File: src/rtl/assert_macros.svh
// ----------------------------------------------------------------------------
// assert_macros.svh
// Concurrent assertion helpers included by stack_machine_execute_unit.
// ----------------------------------------------------------------------------
`ifndef ASSERT_MACROS_SVH
`define ASSERT_MACROS_SVH

`ifndef NO_ASSERTIONS

// Check an implication on every clock edge outside reset.
`define SME_ASSERT(lbl, clk, rst_n, prop) \
	lbl: assert property (@(posedge clk) disable iff (!rst_n) (prop)) \
		else $error("assertion failed");

// Check that a condition never holds outside reset.
`define SME_NEVER(lbl, clk, rst_n, cond) \
	lbl: assert property (@(posedge clk) disable iff (!rst_n) !(cond)) \
		else $error("forbidden condition seen");

`else

`define SME_ASSERT(lbl, clk, rst_n, prop)
`define SME_NEVER(lbl, clk, rst_n, cond)

`endif

`endif

File: src/rtl/sme_pkg.sv
// ----------------------------------------------------------------------------
// sme_pkg
// Shared sizes, opcodes and interface types of the stack machine unit.
// ----------------------------------------------------------------------------
package sme_pkg;

	localparam int DS_DEPTH  = 256;
	localparam int RS_DEPTH  = 64;
	localparam int REG_COUNT = 8;
	localparam int RAM_WORDS = 1024;
	localparam int VRAM_BYTES = 4096;
	localparam int PC_BITS   = 16;

	localparam int DS_AW   = $clog2(DS_DEPTH);
	localparam int RS_AW   = $clog2(RS_DEPTH);
	localparam int REG_AW  = $clog2(REG_COUNT);
	localparam int RAM_AW  = $clog2(RAM_WORDS);
	localparam int VRAM_AW = $clog2(VRAM_BYTES);

	localparam logic [7:0] VRAM_FILL = 8'h20;

	typedef enum logic [4:0] {
		OP_NOP    = 5'd0,
		OP_HLT    = 5'd1,
		OP_PUSH   = 5'd2,
		OP_POP    = 5'd3,
		OP_OUT    = 5'd4,
		OP_ADD    = 5'd5,
		OP_SUB    = 5'd6,
		OP_MUL    = 5'd7,
		OP_DIV    = 5'd8,
		OP_QROOT  = 5'd9,
		OP_SQ     = 5'd10,
		OP_PUSHR  = 5'd11,
		OP_POPR   = 5'd12,
		OP_IN     = 5'd13,
		OP_TOPOUT = 5'd14,
		OP_JMP    = 5'd15,
		OP_CALL   = 5'd16,
		OP_RET    = 5'd17,
		OP_PUSHM  = 5'd18,
		OP_POPM   = 5'd19,
		OP_PUSHVM = 5'd20,
		OP_POPVM  = 5'd21,
		OP_JB     = 5'd22,
		OP_JBE    = 5'd23,
		OP_JA     = 5'd24,
		OP_JAE    = 5'd25,
		OP_JE     = 5'd26,
		OP_JNE    = 5'd27
	} opcode_t;

	typedef enum logic [1:0] {
		ST_OK    = 2'd0,
		ST_BAD   = 2'd1,
		ST_UNDER = 2'd2,
		ST_OVER  = 2'd3
	} status_t;

	typedef enum logic [2:0] {
		AR_MUL  = 3'b001,
		AR_DIV  = 3'b010,
		AR_SQRT = 3'b100
	} arith_op_t;

	typedef struct packed {
		logic      start;
		arith_op_t op;
	} arith_req_t;

	typedef struct packed {
		logic        done;
		logic [63:0] result;
	} arith_rsp_t;

	typedef struct packed {
		logic               ram_we;
		logic               vram_we;
		logic [VRAM_AW-1:0] addr;
		logic [63:0]        data;
	} mem_wr_t;

endpackage

File: src/rtl/sme_arith.sv
// ----------------------------------------------------------------------------
// sme_arith
// Multi-cycle unit: 64-bit multiply (32x32 partial products), signed
// restoring divide (one bit a cycle) and floor square root (one bit a cycle).
// ----------------------------------------------------------------------------
module sme_arith (
	input  logic                clk,
	input  logic                arst_n,
	input  sme_pkg::arith_req_t req,
	input  logic [63:0]         opa,
	input  logic [63:0]         opb,
	output sme_pkg::arith_rsp_t rsp
);
	import sme_pkg::*;

	typedef enum logic [1:0] {
		A_IDLE = 2'b01,
		A_RUN  = 2'b10
	} astate_t;

	localparam logic [5:0] MUL_LAST  = 6'd3;
	localparam logic [5:0] DIV_LAST  = 6'd63;
	localparam logic [5:0] SQRT_LAST = 6'd31;

	astate_t     state_q;
	arith_op_t   op_q;
	logic [5:0]  cnt_q;
	logic        done_q;
	logic        neg_q;
	logic [63:0] work_q;
	logic [63:0] acc_q;
	logic [63:0] rem_q;
	logic [63:0] prod_q;
	logic [63:0] opa_q;
	logic [63:0] opb_q;

	logic [31:0] mul_x;
	logic [31:0] mul_y;
	logic [63:0] prod_w;
	logic [64:0] div_sh;
	logic [64:0] div_sub;
	logic        div_ge;
	logic [65:0] sq_sh;
	logic [65:0] sq_trial;
	logic [65:0] sq_sub;
	logic        sq_ge;
	logic [5:0]  last;

	// select partial product operands
	always_comb begin
		unique case (cnt_q[1:0])
			2'd0: begin
				mul_x = opa_q[31:0];
				mul_y = opb_q[31:0];
			end
			2'd1: begin
				mul_x = opa_q[31:0];
				mul_y = opb_q[63:32];
			end
			default: begin
				mul_x = opa_q[63:32];
				mul_y = opb_q[31:0];
			end
		endcase
	end

	assign prod_w = mul_x * mul_y;

	// one restoring divide step
	assign div_sh  = {rem_q, work_q[63]};
	assign div_ge  = div_sh >= {1'b0, opb_q};
	assign div_sub = div_sh - {1'b0, opb_q};

	// one square root digit
	assign sq_sh    = {rem_q, work_q[63:62]};
	assign sq_trial = {32'd0, acc_q[31:0], 2'b01};
	assign sq_ge    = sq_sh >= sq_trial;
	assign sq_sub   = sq_sh - sq_trial;

	always_comb begin
		unique case (op_q)
			AR_MUL:  last = MUL_LAST;
			AR_DIV:  last = DIV_LAST;
			default: last = SQRT_LAST;
		endcase
	end

	// control
	always_ff @(posedge clk or negedge arst_n) begin
		if (!arst_n) begin
			state_q <= A_IDLE;
			cnt_q   <= '0;
			done_q  <= 1'b0;
		end else begin
			done_q <= 1'b0;
			unique case (state_q)
				A_IDLE: begin
					if (req.start) begin
						state_q <= A_RUN;
						cnt_q   <= '0;
					end
				end
				default: begin
					cnt_q <= cnt_q + 1'b1;
					if (cnt_q == last) begin
						state_q <= A_IDLE;
						done_q  <= 1'b1;
					end
				end
			endcase
		end
	end

	// datapath
	always_ff @(posedge clk) begin
		if (state_q == A_IDLE) begin
			if (req.start) begin
				op_q  <= req.op;
				neg_q <= opa[63] ^ opb[63];
				opa_q <= opa;
				acc_q <= '0;
				rem_q <= '0;
				if (req.op == AR_DIV) begin
					opb_q  <= opb[63] ? (64'd0 - opb) : opb;
					work_q <= opa[63] ? (64'd0 - opa) : opa;
				end else begin
					opb_q  <= opb;
					work_q <= opa;
				end
			end
		end else begin
			unique case (op_q)
				AR_MUL: begin
					prod_q <= prod_w;
					if (cnt_q == 6'd1) begin
						acc_q <= prod_q;
					end else if (cnt_q != 6'd0) begin
						acc_q <= acc_q + {prod_q[31:0], 32'd0};
					end
				end
				AR_DIV: begin
					rem_q  <= div_ge ? div_sub[63:0] : div_sh[63:0];
					work_q <= {work_q[62:0], div_ge};
				end
				default: begin
					rem_q  <= sq_ge ? sq_sub[63:0] : sq_sh[63:0];
					acc_q  <= {acc_q[62:0], sq_ge};
					work_q <= {work_q[61:0], 2'b00};
				end
			endcase
		end
	end

	assign rsp.done   = done_q;
	assign rsp.result = (op_q == AR_DIV) ? (neg_q ? (64'd0 - work_q) : work_q) : acc_q;

endmodule

File: config.mk
export PLATFORM = sky130hd
export DESIGN_NAME = sme_arith
export DESIGN_NICKNAME = d
export VERILOG_FILES = /design/src/rtl/assert_macros.svh /design/src/rtl/sme_pkg.sv /design/src/rtl/sme_arith.sv
export SDC_FILE = /design/constraint.sdc
export NUM_CORES = 2
export LEC_CHECK = 0
export ABC_AREA = 0
export BUFFER_PORTS_ARGS = -buffer_cell sky130_fd_sc_hd__clkbuf_2
export CORE_AREA = 10 10 289 430
export DETAILED_ROUTE_END_ITERATION = 8
export DIE_AREA = 0 0 299 440
export PLACE_DENSITY = 0.8
export SETUP_SLACK_MARGIN = 0.3
export SYNTH_ARGS = -nofsm -noshare
export SYNTH_HDL_FRONTEND = slang
export SYNTH_SLANG_ARGS = --single-unit
File: constraint.sdc
create_clock -name clk -period 11.7 [get_ports clk]
set_input_delay 0.585 -clock clk [delete_from_list [all_inputs] [get_ports clk]]
set_output_delay 0.585 -clock clk [all_outputs]
set_load 0.05 [all_outputs]
**Word-level counts from Yosys, hierarchy flattened**

Index checks and enable logic that the tools add are counted.

- Muxes and demuxes: 28
- Shifts and indexed selects: 0
- Divide/modulo/power cells: 0
- Reductions and logical operators: 9
- $mul: 1
- Add/sub/neg operators: 7
- Bitwise operators: 2
- Equal/unequal tests: 11
- $lt $le $gt $ge: 2

Operator list:

| kind | number |
|---|---|
| two-way mux 64 bit | 15 |
| case mux 64 bit (2 select lines) | 3 |
| subtractor 1 x 64 -> 64 bit, first input constant | 3 |
| greater-or-equal comparator 66 x 34 -> 1 bit | 1 |
| greater-or-equal comparator 65 x 64 -> 1 bit | 1 |
| adder 64 bit | 1 |
| multiplier 32 x 32 -> 64 bit | 1 |
| two-way mux 32 bit | 2 |
| subtractor 64 x 34 -> 64 bit | 1 |
| subtractor 64 bit | 1 |
| two-way mux 6 bit | 2 |
| case mux 6 bit (2 select lines) | 1 |
| AND reduction 2 bit | 4 |
| adder 6 x 1 -> 6 bit, second input constant | 1 |
| == test 3 x 2 -> 1 bit, second input constant | 2 |
| == test 6 x 1 -> 1 bit, second input constant | 1 |
| == test 6 bit | 1 |
| two-way mux 2 bit | 3 |
| != test 2 bit, second input constant | 3 |
| nonzero test 6 bit | 1 |
| == test 2 x 1 -> 1 bit, second input constant | 2 |
| != test 4 bit, second input constant | 1 |
| == test 3 x 1 -> 1 bit, second input constant | 1 |
| AND reduction 3 bit | 1 |
| other kinds (6) | 7 |

- ROM bits: 0
- Memories: 0
- Output and inout port bits: 65
- Input bits: 134
- Word-level logic and storage cells: 71
- Bits in registers: 397
- Bits in latches: 0
- RAM bits: 0

**Logic depth before layout (Yosys ltp)**

- Word-level depth: 5
- Gate-level depth with buffers: 38
- Mapped depth without buffers: 33

**Least setup slack after synthesis**

Ideal clock, no wire load.

- Kind: flip-flop to flip-flop
- Start point: reg op_q[2]
- End point: reg rem_q[0], enable pin
- Setup slack: 1.369 ns
- Data arrival time: 9.149 ns
- Data required time: 10.518 ns
- Stages on the path, launching flop included: 6
- Path buffers: 2
- Clock period less this slack: 10.331 ns
- Cell sequence: edfxtp_1 > or3b_2 > clkbuf_1 > buf_1 > nor2_1 > nor2_1

- Longest elaborated chain between the ends: 3

RTL lines:

| what | RTL line | RTL |
|---|---|---|
| from (decl) | sme_arith.sv:26 | `arith_op_t op_q;` |
| from (signal assigned) | sme_arith.sv:118 | `op_q <= req.op;` |
| == test 3 x 1 -> 1 bit | sme_arith.sv:132 | `unique case (op_q)` |
| != test 2 bit (no line) | - |  |
| AND reduction 2 bit (no line) | - |  |
| to (signal assigned) | sme_arith.sv:142 | `rem_q <= div_ge ? div_sub[63:0] : div_sh[63:0];` |
| to (signal assigned) | sme_arith.sv:146 | `rem_q <= sq_ge ? sq_sub[63:0] : sq_sh[63:0];` |
| to (decl) | sme_arith.sv:32 | `logic [63:0] rem_q;` |

No other way between the ends.
A chain may end at the register's enable or synchronous reset.

**Worst setup path after layout**

- Start point: reg cnt_q[1]
- End point: reg prod_q[60] (data pin)

- Longest elaborated chain between the ends: 4
- Elaborated cells on any way between the ends: 6
- Classes of those cells: 1 x mul; 1 x eq/ne; 2 x mux; 2 x reduce/logical

RTL lines:

| what | RTL line | RTL |
|---|---|---|
| from (decl) | sme_arith.sv:27 | `logic [5:0] cnt_q;` |
| from (signal assigned) | sme_arith.sv:104 | `cnt_q <= cnt_q + 1'b1;` |
| == test 2 x 1 -> 1 bit or zero test 2 bit (tied branches) | sme_arith.sv:51 | `unique case (cnt_q[1:0])` |
| OR reduction 2 bit (no line) | - |  |
| two-way mux 32 bit | sme_arith.sv:51 |  |
| multiplier 32 x 32 -> 64 bit * | sme_arith.sv:67 | `assign prod_w = mul_x * mul_y;` |
| named net prod_w[60] | sme_arith.sv:39 | `logic [63:0] prod_w;` |
| to (signal assigned) | sme_arith.sv:134 | `prod_q <= prod_w;` |
| to (decl) | sme_arith.sv:33 | `logic [63:0] prod_q;` |

Mark *: on every way through the listed nets, which the timed path passes. The rest lies on a longest branch.

==> run summary <==
status -> finished, violations left
violated checks -> DRC
vias after detailed routing -> 56.4k
Yosys cell types -> 91
Worst Hold Launch -> req[2]
Slew headroom -> 5.51%
DRT Pass-1 Iters -> 9
Initial Util -> 53.5%
crit start category -> register
Clock Pin Slew Worst Setup and Hold Paths -> 60 ps
max-cap violations -> 0
Placer Congestion -> 1.12
Worst EP required -> 12,040 ps
hold path depth -> 1
first-pass GRT wire length -> 369 mm
Synth Area in Compound Gates -> 12.6%
Syn Nets -> 8,608
FMAX -> 92.1 MHz
slowest CP cell -> fa_1
placed insts -> 8,703
Port Buffer Count -> 198
post-route ant nets -> 0
fin crit period -> 10,850 ps
TritonCTS Buffers -> 41
Post-Place Setup Slack -> 1370 ps
Post-Synth XOR/XNOR Area -> 5.24%
Final Cycle Share -> 92.8%
share of cells above drive strength 1 -> 7.75%
most used cell, CP -> fa_1
CP Class -> register to register
final hold vios -> 0
commonest register cell after synthesis -> edfxtp_1
Syn Area/Cell -> 8.70 um2
CTS root buf -> clkbuf_16
Setup WS post-layout -> 846 ps
setup TNS -> 0 ps
gr usage total -> 38.2%
worst hold endpoint -> op_q[2]
routed length per placed instance -> 29.0 um
simple-gate share of the synthesized area -> 16.0%
Post-Synth Adder-Cell Area -> 36.7%
clk_skew -> 44.8 ps
commonest cells after routing, fill and taps aside -> 1,050 x inv_1, 1,006 x nand2_1, 898 x fa_1
IO Pins -> 199
initial antenna violation count -> 19
total core area -> 117,000 um2
worst skew pair latency -> 620 ps
via/cell ratio -> 6.41
Max Fanout on Critical Path -> 79
ys async rst share -> 2.27%
grt ovf -> 0
vias in the first global route -> 56.8k
Slew @ Worst Pin -> 1420 ps
CTS H-tree lvls -> 2
CTS Sinks -> 397
final wirelength -> 255 mm
synth warn -> 0
Iter 0 DRT Violations -> 6,688
main combinational cell family by area after synthesis -> adder cells
CP peak stage delay -> 1080 ps
Tightest Hold Check Type -> primary input to register
register area share after synthesis -> 19.0%
num rows -> 154
Clock Path Buffers -> 3
DIE AREA -> 132,000 um2
number of synthesized flops with an enable pin -> 388
crit path DAT -> 11,200 ps
Post-Syn Area -> 62,500 um2
Post-Synthesis Cells -> 7,178
FF-to-FF setup slack -> 850 ps
mux cell area share after synthesis -> 1.70%
post-layout utilization of the core -> 57.3%
Worst R2R End -> prod_q[60]
die width -> 299 um
worst reg-to-reg path cell count -> 31
post-route non-filler standard cell count -> 8,800
register bit count reported by yosys -> 397
RSZ-0062 raised after global routing -> no
Layout Nets -> 8,623
CP Capture Type -> register
CTS tree -> built
drc violations -> 1
max-slew violation count -> 0
Final Setup Violations -> 0
chip height -> 440 um
Syn-to-layout area delta -> 7.16%
worst r2r src -> cnt_q[1]
placed wire-length estimate -> 198 mm
pin count of the biggest net entering global routing -> 92
commonest non-fill, non-tap cell in the layout -> inv_1
==> state kept, by name, indices dropped and copies added (netlist names) <==
register	cells
work_q	64
prod_q	64
opb_q	64
op_q	3
state_q	2
neg_q	1
cnt_q	6
acc_q	64
done_q	1
opa_q	64
rem_q	64
==> final cells by class <==
cell class	instances	area, um2
fillers	10487	49800
multi-input cells	5347	45400
flip-flops and latches	397	11900
inverters	1051	3950
repair buffers	355	2210
well taps	1560	1950
clock buffers	45	1040
clock inverters	30	454
diodes	15	37.5
==> cells in the mapped netlist (all sizes together), types with 7 or more instances <==
cell,n,area [um2]
ha,398,4980
or4,25,206
a211oi,34,255
o21ai,304,1520
o22ai,11,68.8
xor2,171,1500
a21o,119,893
xnor2,203,1780
mux2i,69,691
a211o,13,114
or2,22,143
a31oi,98,613
nor3,77,385
nand2,1008,3780
or3,49,323
a21boi,13,101
nand3,75,375
a21oi,303,1520
a221oi,10,87.6
nand4,51,319
edfxtp,388,11700
nor2b,23,144
o31ai,61,472
a2111oi,11,109
clkbuf,352,1320
nor4,38,257
nand2b,24,150
o21a,52,390
dfrtp,8,200
o2111ai,10,87.6
and3,43,269
and2,33,206
mux2,33,372
a311oi,49,429
inv,1051,3950
o41ai,25,234
o21bai,42,315
o211ai,15,113
fa,898,18000
nor2,843,3170
nor3b,7,52.6
buf,31,139
==> kinds of logic after synthesis <==
group / count (synthesis)
AND/OR/NAND/NOR: 2343
multiplexers: 102
AO/OA/AOI/OAI: 1232
XOR/XNOR: 374
buffers and inverters: 1434
flip-flops: 397
adder cells (fa/ha/maj): 1296
==> critical path: cells and delay by family, from the launching register on <==
kind / cells / cell delay (ps)
xor+xnor: 1 / 160
compound gates: 10 / 2360
fa+ha+maj: 10 / 5850
flops: 1 / 400
simple gates: 2 / 250
buf+inv: 7 / 840
mux: 1 / 670
==> per-layer routing <==
layer | track usage (%) | routed length, um | share of wire, %
met5 | 0 | 122 | 0.048
met4 | 33.7 | 29000 | 11
met3 | 12.7 | 34300 | 13
met2 | 59.0 | 112000 | 44
met1 | 41.9 | 79900 | 31
==> metrics by stage <==
step                hold slack [ps]  instance area (um2)
CTS                             175                66900
global route                    190                66900
floorplan                       289                62500
detailed placement              487                65400
finish                          185                67000
global placement                474                65400
==> repair_timing <==
| action | CTS | global route |
|---|---|---|
| resized for setup | 0 | 1 |
| buffers inserted | 0 | 6 |
| hold buffers | 1 | 0 |
| endpoints found under the hold margin | 8 | 0 |
| setup endpoints to repair | 0 | 4 |
==> how the worst max path moves through the flow <==
stage                         from         end  cells after the start
after global routing      cnt_q[1]  prod_q[60]                     31
after floorplan            op_q[2]    rem_q[0]                      5
after CTS                 cnt_q[0]  prod_q[61]                     28
after detailed placement  cnt_q[1]  prod_q[61]                     29
after global placement    cnt_q[0]  prod_q[61]                     28
final                     cnt_q[1]  prod_q[60]                     31
Power is left out: the tool's default activity adds up to more than one toggle a clock period on the data nets, which glitch-free logic cannot reach.
